File: src/rtl/kec_ram.sv
// kec_ram: generic single-port synchronous ram with registered read
// one access per cycle: old word read out, wdata_i written on we_i
// no dependencies
`timescale 1ns / 1ps
`default_nettype none

module kec_ram #(
  parameter int unsigned Width = 8,
  parameter int unsigned Depth = 16
) (
  input  wire logic                     clk_i,
  input  wire logic                     we_i,
  input  wire logic [$clog2(Depth)-1:0] addr_i,
  input  wire logic [Width-1:0]         wdata_i,
  output logic      [Width-1:0]         rdata_o
);

  logic [Width-1:0] mem_q [Depth];

  always_ff @(posedge clk_i) begin
    if (we_i) begin
      mem_q[addr_i] <= wdata_i;
    end
    rdata_o <= mem_q[addr_i];
  end

endmodule

`default_nettype wire

File: config.mk
export PLATFORM = sky130hd
export DESIGN_NAME = kec_ram
export DESIGN_NICKNAME = d
export VERILOG_FILES = /design/src/rtl/kec_ram.sv
export SDC_FILE = /design/constraint.sdc
export NUM_CORES = 1
export LEC_CHECK = 0
export BUFFER_PORTS_ARGS = -buffer_cell sky130_fd_sc_hd__buf_4
export CORE_MARGIN = 1
export CORE_UTILIZATION = 52
export CTS_CLUSTER_SIZE = 40
export DETAILED_ROUTE_END_ITERATION = 10
export HOLD_SLACK_MARGIN = 0.05
export PLACE_DENSITY = 0.69
export SLEW_MARGIN = 20
export SYNTH_ARGS = -nofsm -noshare
export SYNTH_HDL_FRONTEND = slang
export SYNTH_SLANG_ARGS = --single-unit
File: constraint.sdc
create_clock -name clk_i -period 6 [get_ports clk_i]
set_input_delay 1.8 -clock clk_i [delete_from_list [all_inputs] [get_ports clk_i]]
set_output_delay 1.8 -clock clk_i [all_outputs]
set_load 0.02 [all_outputs]
# Word-level counts from Yosys, hierarchy flattened
# Memory sizes are Yosys's and may differ from the RTL's. A register that Yosys moved wholly into a read port is not among the register bits.
# Cells that the tools add are included.
[totals]
mem_count = 1
mem_bits_rw = 128
reg_bits = 0
output_inout_bits = 8
elab_cells = 3
in_bits = 14
[op_classes]
n_mux = 2
[mem_list]
columns = ["memory", "words", "width", "rd", "rd_clocked_by_memory_dff", "write_ports", "line_no", "rtl"]
rows = [
  ["mem_q", 16, 8, 1, 1, 1, "18", "logic [Width-1:0] mem_q [Depth];"],
]
[op_table]
columns = ["op", "count"]
rows = [
  ["1-bit two-way mux", 2],
]

# Longest topological paths before layout
# Gate-level depths: netlist of the first run.
[depth]
depth_word = 2
ltp_mapped = 5
ltp_nobuf = 3

# Worst setup path after synthesis of the first run
# Ideal clock, no wire load.
[synth_path]
kind = "input to register"
start = "in addr_i[2]"
end = "mem mem_q[0][0], enable pin"
arrival_ns = 2.910
path_slack_ns = 2.707
path_buffers = 0
t_required_ns = 5.617
setup_ns = 0.383
cell_stages = 2
path_cell_list = "or3b_2 > nor3_1"
[synth_lines]
columns = ["element", "line_no", "rtl"]
rows = [
  ["from (decl)", "13", "input wire logic [$clog2(Depth)-1:0] addr_i,"],
  ["to (decl)", "18", ""],
]
# Straight into the memory's write port.

# Worst setup path in the final report of the first run
[layout_path]
start = "in addr_i[0]"
end = "mem mem_q[11][5], enable pin"
# Straight into the memory's write port.

==> results of run 1 <==
==> worst max-delay path, stage by stage <==
cell     delay [ps]
buf_4           530
nand2_1         280
nor2_1          640
==> synth_stat cells <==
cell and count:
and2_1 1, edfxtp_1 128, nor2_1 13, nand3_1 1, buf_1 4, nor2b_1 2
buf_2 2, a22oi_1 16, or3b_2 1, nand3b_1 2, nand2_1 9, clkbuf_1 2
clkbuf_2 1, nor3_1 4, dfxtp_1 8, mux4_2 32, buf_6 2, nand2b_1 2
==> stage by stage <==
stage	worst slack, ps	power [mW]	utilization (%)	cell area [um^2]	hold slack, ps
final	2860	2.18	63.6	5930	699
after global routing	2670	2.23	63.6	5930	716
after CTS	2820	2.19	63.6	5930	696
after detailed placement	2290	1.20	57.4	5350	687
after global placement	2190	1.19	57.3	5350	670
after floorplan	2710	1.15	-	5070	635
==> sequential cells by signal (all words and copies together), names as in the netlist <==
register,count
rdata_o,8
mem_q,128
==> worst paths after layout <==
kind                     start           end  slack, ps  depth (start not counted)
setup reg to reg   mem_q[7][3]    rdata_o[3]       4600                          3
hold / removal    mem_q[11][5]    rdata_o[5]        700                          3
hold reg to reg   mem_q[11][5]    rdata_o[5]        700                          3
setup / recovery     addr_i[0]  mem_q[11][5]       2860                          3
==> logic make-up (layout without fill, tap and decap cells) <==
kind of cell           Yosys count  in the layout  synth area share, %
buffers and inverters           11             56                 1.19
DFF                            136            136                 79.0
AOI/OAI and AO/OA               16             16                 2.37
and+or+nand+nor                 35             35                 3.21
muxes                           32             32                 14.2
==> cells in the final DEF, fill, tap and decap left out, types with 2 or more instances in the layout <==
master / count
dfxtp_1: 8
nand3b_1: 2
clkinvlp_4: 3
clkbuf_16: 16
nand2b_1: 2
mux4_2: 32
bufinv_16: 3
buf_4: 24
clkbuf_1: 3
nor3_1: 3
nor2_1: 13
nor2b_1: 2
clkinv_4: 3
a22oi_1: 16
edfxtp_1: 128
nand2_1: 9
clkinv_2: 2
==> routing by layer <==
metal | vias to the layer above | wire, um | global-route usage (%) | part of all wire [%]
met5 | - | 0 | 0 | 0
met2 | 85 | 4620 | 30.6 | 49
met3 | 12 | 609 | 4.51 | 6.5
met1 | 1222 | 4010 | 29.1 | 43
met4 | 0 | 161 | 10.7 | 1.7
li1 | 1026 | - | - | -
==> report_power, final <==
group | leakage (nW) | internal [mW] | switching, mW
registers | 1.22 | 1.06 | 0.00595
logic | 0.428 | 0.0442 | 0.0643
clock network | 0.272 | 0.631 | 0.370
total | 1.92 | 1.74 | 0.441
==> cell type report <==
type	instances	area [um^2]	share of cell area, %
clock buffer	20	425	7.17
clock inverter	12	153	2.57
multi-input combinational	83	1010	17.0
tap	129	161	2.72
sequential	136	4000	67.5
timing repair buffer	24	180	3.04
==> impl_metrics.tcl, run 1 <==
set metrics [dict create \
    coreArea_um2 9330 \
    fin_crit_sh_pct 52.4 \
    finalMaxSlewViolations 0 \
    cts-root-buf "clkbuf_8" \
    fillCellCount 617 \
    port_buffers 21 \
    rsz0062_at_grt "no" \
    overflow 0 \
    max_slew.worst_pin.slew_ps 786 \
    cap_violations 0 \
    drt-pass1-iter-count 7 \
    cts_buffer_depth 2 \
    yosys-top-cells-area "edfxtp_1, mux4_2, dfxtp_1, a22oi_1, nor2_1" \
    worstSetupEndpointType "flip-flop" \
    cts_buffers 17 \
    final_hold_viol_count 0 \
    max_freq_mhz 318 \
    track_usage_pct 20.6 \
    min_period_ps 3140 \
    grt_max_degree 40 \
    syn_to_final_growth_pct 17.1 \
    slew_headroom_pct 47.4 \
    crit_required_ps 6140 \
    initial_core_util_pct 54.3 \
    synth_area_per_cell_um2 22.0 \
    netlist_instances 230 \
    synth_cell_types 18 \
    first_global_vias 2338 \
    grt_pass1_wl_mm 13.9 \
    synth-seq-cells 136 \
    wl_per_cell_um 23.3 \
    syn_nets 244 \
    io_pins 22 \
    htreeDepth 4 \
    cts_num_sinks 136 \
    post_cts_resized 0 \
    critPathKind "input port to flip-flop" \
    synth_area_leader_cell "edfxtp_1" \
    cts_setup_buffers 0 \
    status "completed" \
    setup_tns_ps 0 \
    ys_warn_count 0 \
    fin_cells 404 \
    chipWidth_um 101 \
    post-synth-top-area-fraction_pct 75.9 \
    drc_errors 0 \
    fp.dieArea_um2 10100 \
    wl_mm 9.40 \
    hold_class "flip-flop to flip-flop" \
    dpl.hpwl_mm 5.45 \
    finalNetCount 276 \
    antenna_cells 0 \
    drtAntennaViolNets 0 \
    clk_latency_ps 520 \
    antenna_found_initial 0 \
    rows 35 \
    p_per_area_nw_per_um2 367 \
    cp_max_fo 39 \
    setup_violations 0 \
    skew_ps 8.76 \
    worst_ir_drop_vdd_uv 200 \
    dieHeight_um 101 \
    ys_seq_area_share_pct 79.0 \
    drive_above_1_share_pct 31.3 \
    vias 2345 \
    start_kind "input port" \
    via_per_inst 5.80 \
    dpl.cell_count 372 \
    p_leak_nw 1.92 \
    gp_congestion 0.767 \
    cts_hold_buf 0 \
    first_iter_violations 132 \
    worstPathArrival_ps 3290 \
    clkSlewWorstSetupHoldPaths_ps 60 \
    cts_tree "done" \
    synthesis.area_um2 5070 \
]
Note: power is estimated with default switching activity, not from simulation.
==> run 2: changes to the inputs <==
--- a/config.mk
+++ b/config.mk
@@ -5,6 +5,7 @@
 export SDC_FILE = /design/constraint.sdc
 export NUM_CORES = 1
 export LEC_CHECK = 0
+export ABC_AREA = 1
 export BUFFER_PORTS_ARGS = -buffer_cell sky130_fd_sc_hd__buf_4
 export CORE_MARGIN = 1
 export CORE_UTILIZATION = 52
==> constraint.sdc (replaced) <==
create_clock -name clk_i -period 3.2 [get_ports clk_i]
set_input_delay 0.96 -clock clk_i [delete_from_list [all_inputs] [get_ports clk_i]]
set_output_delay 0.96 -clock clk_i [all_outputs]
set_load 0.02 [all_outputs]
==> run 2 against run 1 <==
Compared with the run above: count of clock-buffer cells in the layout fell by 2; highest routed layer unchanged; via count rose by 60%; power rose by 94%; flip-flop and latch count did not move; worst setup slack got worse by 1800 ps; non-clock buffer count rose by 5; sequential share of layout area fell by 5.6 points; critical path depth rose by 1; routed wire length rose by 27%; first-iteration DRC count rose by 130%.
==> impl_metrics.tcl, run 2 <==
set metrics [dict create \
    fp.dieArea_um2 11200 \
    final_cell_mix "nand2_1, edfxtp_1, buf_4, inv_1, nor2_1" \
    clkSlewWorstSetupHoldPaths_ps 60 \
    initial_core_util_pct 53.9 \
    vias 3741 \
    clk_latency_ps 530 \
    hold_class "flip-flop to flip-flop" \
    worstPathArrival_ps 2260 \
    rsz0062_at_grt "no" \
    coreArea_um2 10400 \
    cts_hold_buf 0 \
    finalMaxSlewViolations 0 \
    cp_max_fo 9 \
    fin_crit_sh_pct 65.7 \
    synthArstFlopShare_pct 0 \
    antenna_cells 0 \
    cap_violations 0 \
    chipWidth_um 106 \
    dpl.hpwl_mm 7.47 \
    grt_pass1_wl_mm 19.4 \
    max_freq_mhz 475 \
    r2r_end "rdata_o[7]" \
    ff2ff_path_depth 8 \
    syn_to_final_growth_pct 15.6 \
    final_hold_viol_count 0 \
    cts_buffers 17 \
    max_slew.worst_pin.slew_ps 699 \
    yosys-top-cells-area "edfxtp_1, nand2_1, dfxtp_1, inv_1, nor2_1" \
    synth_top_flop_cell "edfxtp_1" \
    synth_area_per_cell_um2 10.2 \
    drive_above_1_share_pct 10.2 \
    cts-root-buf "clkbuf_8" \
    status "completed" \
    track_usage_pct 24.1 \
    first_global_vias 3756 \
    worstSetupEndpointType "flip-flop" \
    finalNetCount 589 \
    synthTopCellsByCount "nand2_1, edfxtp_1, inv_1" \
    slowest_delay_ps 580 \
    cpMostUsedCell "nor2_1" \
    cp_slowest_cell "nor2_1" \
    wl_per_cell_um 16.5 \
    wl_mm 12.0 \
    syn_nets 562 \
    cts_setup_buffers 0 \
    synth-seq-cells 136 \
    critPathTopFamily "simple AND/OR/NAND/NOR gates" \
    reg.largest.list "mem_q x128, rdata_o x8" \
    skew_ps 22.5 \
    hold_end "rdata_o[4]" \
    critPathKind "input port to flip-flop" \
    synth_edf_count 128 \
    synth_cell_types 11 \
    fillCellCount 839 \
    largest_reg_flops 128 \
    antenna_found_initial 0 \
    drc_errors 0 \
    cts_tree "done" \
    top_register "mem_q" \
    hold_start "mem_q[9][4]" \
    synth_area_leader_cell "edfxtp_1" \
    setup_tns_ps 0 \
    gp_congestion 0.889 \
    port_buffers 21 \
    via_per_inst 5.17 \
    post-synth-top-area-fraction_pct 68.7 \
    cts_buffer_depth 2 \
    crit_buf_inv 2 \
    htreeDepth 4 \
    ys_warn_count 0 \
    crit_required_ps 3360 \
    r2r_start "mem_q[3][7]" \
    whs_path_depth 8 \
    post_cts_resized 0 \
    drtAntennaViolNets 0 \
    slew_headroom_pct 53.2 \
    overflow 0 \
    rows 37 \
    grt_max_degree 48 \
    netlist_instances 548 \
    drt-pass1-iter-count 5 \
    p_per_area_nw_per_um2 654 \
    cts_num_sinks 136 \
    crit_chain "buf_4 > nor2_1 > inv_1 > nor2_1" \
    p_leak_nw 2.77 \
    ys_seq_area_share_pct 71.6 \
    synthesis.area_um2 5590 \
    min_period_ps 2100 \
    setup_violations 0 \
    r2r_slack_ps 2170 \
    start_kind "input port" \
    layout_commonest_cell "nand2_1" \
    worst_ir_drop_vdd_uv 415 \
    io_pins 22 \
    dieHeight_um 106 \
    final_util_pct 62.3 \
    first_iter_violations 299 \
    synth_most_common_cell "nand2_1" \
]
-- run 2: changes by cell type in the layout (fill, tap and decap cells not counted), sizes merged, moves of 3 or more --
cell | before | now
inv | 0 | 22
nor2 | 13 | 18
nand3 | 1 | 4
buf | 24 | 29
mux4 | 32 | 0
nand2 | 9 | 346
a22oi | 16 | 0
nor3 | 4 | 0
-- run 2: cells by family (layout without fill, tap and decap cells) --
| logic type | after synthesis | in the layout | synth area share (%) |
|---|---|---|---|
| flip-flops | 136 | 136 | 71.6 |
| AND/OR/NAND/NOR | 368 | 368 | 24.8 |
| buffers and inverters | 44 | 84 | 3.62 |
-- run 2: where the power goes --
part | internal (mW) | switching [mW] | total, mW
clock | 1.26 | 0.705 | 1.96
sequential | 1.99 | 0.0111 | 2.00
combinational | 0.0748 | 0.188 | 0.263
-- run 2: per-layer routing --
| metal | vias to the layer above | wire length (um) | global-route usage (%) |
|---|---|---|---|
| met1 | 1754 | 5280 | 33.7 |
| met2 | 161 | 5600 | 35.8 |
| li1 | 1806 | - | - |
| met4 | 0 | 247 | 10.1 |
| met5 | - | 0 | 0 |
| met3 | 20 | 856 | 6.43 |
-- run 2: cell type report --
| type | count | area, um^2 | area share [%] |
|---|---|---|---|
| timing repair buffer | 29 | 218 | 3.37 |
| clock buffer | 18 | 418 | 6.46 |
| sequential | 136 | 4000 | 61.9 |
| multi-input combinational | 368 | 1390 | 21.4 |
| inverter | 23 | 86.3 | 1.34 |
| tap | 136 | 170 | 2.63 |
| clock inverter | 14 | 183 | 2.83 |
-- run 2: tightest hold or removal path, stage by stage (launching register included) --
cell and delay (ps):
edfxtp_1 320, nand2_1 60, nand2_1 70, nand2_1 50, nand2_1 50, nand2_1 40, nand2_1 50, inv_1 30
nand2_1 60
-- run 2: worst max-delay path by stage --
| stage | from | endpoint | cells past startpoint |
|---|---|---|---|
| after floorplan | addr_i[1] | mem_q[3][0] | 4 |
| after global placement | addr_i[3] | mem_q[5][0] | 4 |
| after detailed placement | addr_i[3] | mem_q[4][6] | 4 |
| after CTS | addr_i[3] | mem_q[4][5] | 4 |
| after global routing | addr_i[2] | mem_q[4][5] | 5 |
| final | addr_i[3] | mem_q[4][5] | 4 |
-- run 2: stage by stage --
stage / setup WS, ps / cells / hold WS [ps] / instance area, um^2 / total power [mW]
final: 1100 / 724 / 760 / 6460 / 4.23
after global routing: 933 / 724 / 790 / 6460 / 4.36
after global placement: 612 / 692 / 722 / 5860 / 2.30
after CTS: 1110 / 724 / 753 / 6460 / 4.24
after floorplan: 863 / 548 / 643 / 5590 / 2.19
after detailed placement: 550 / 692 / 731 / 5860 / 2.30
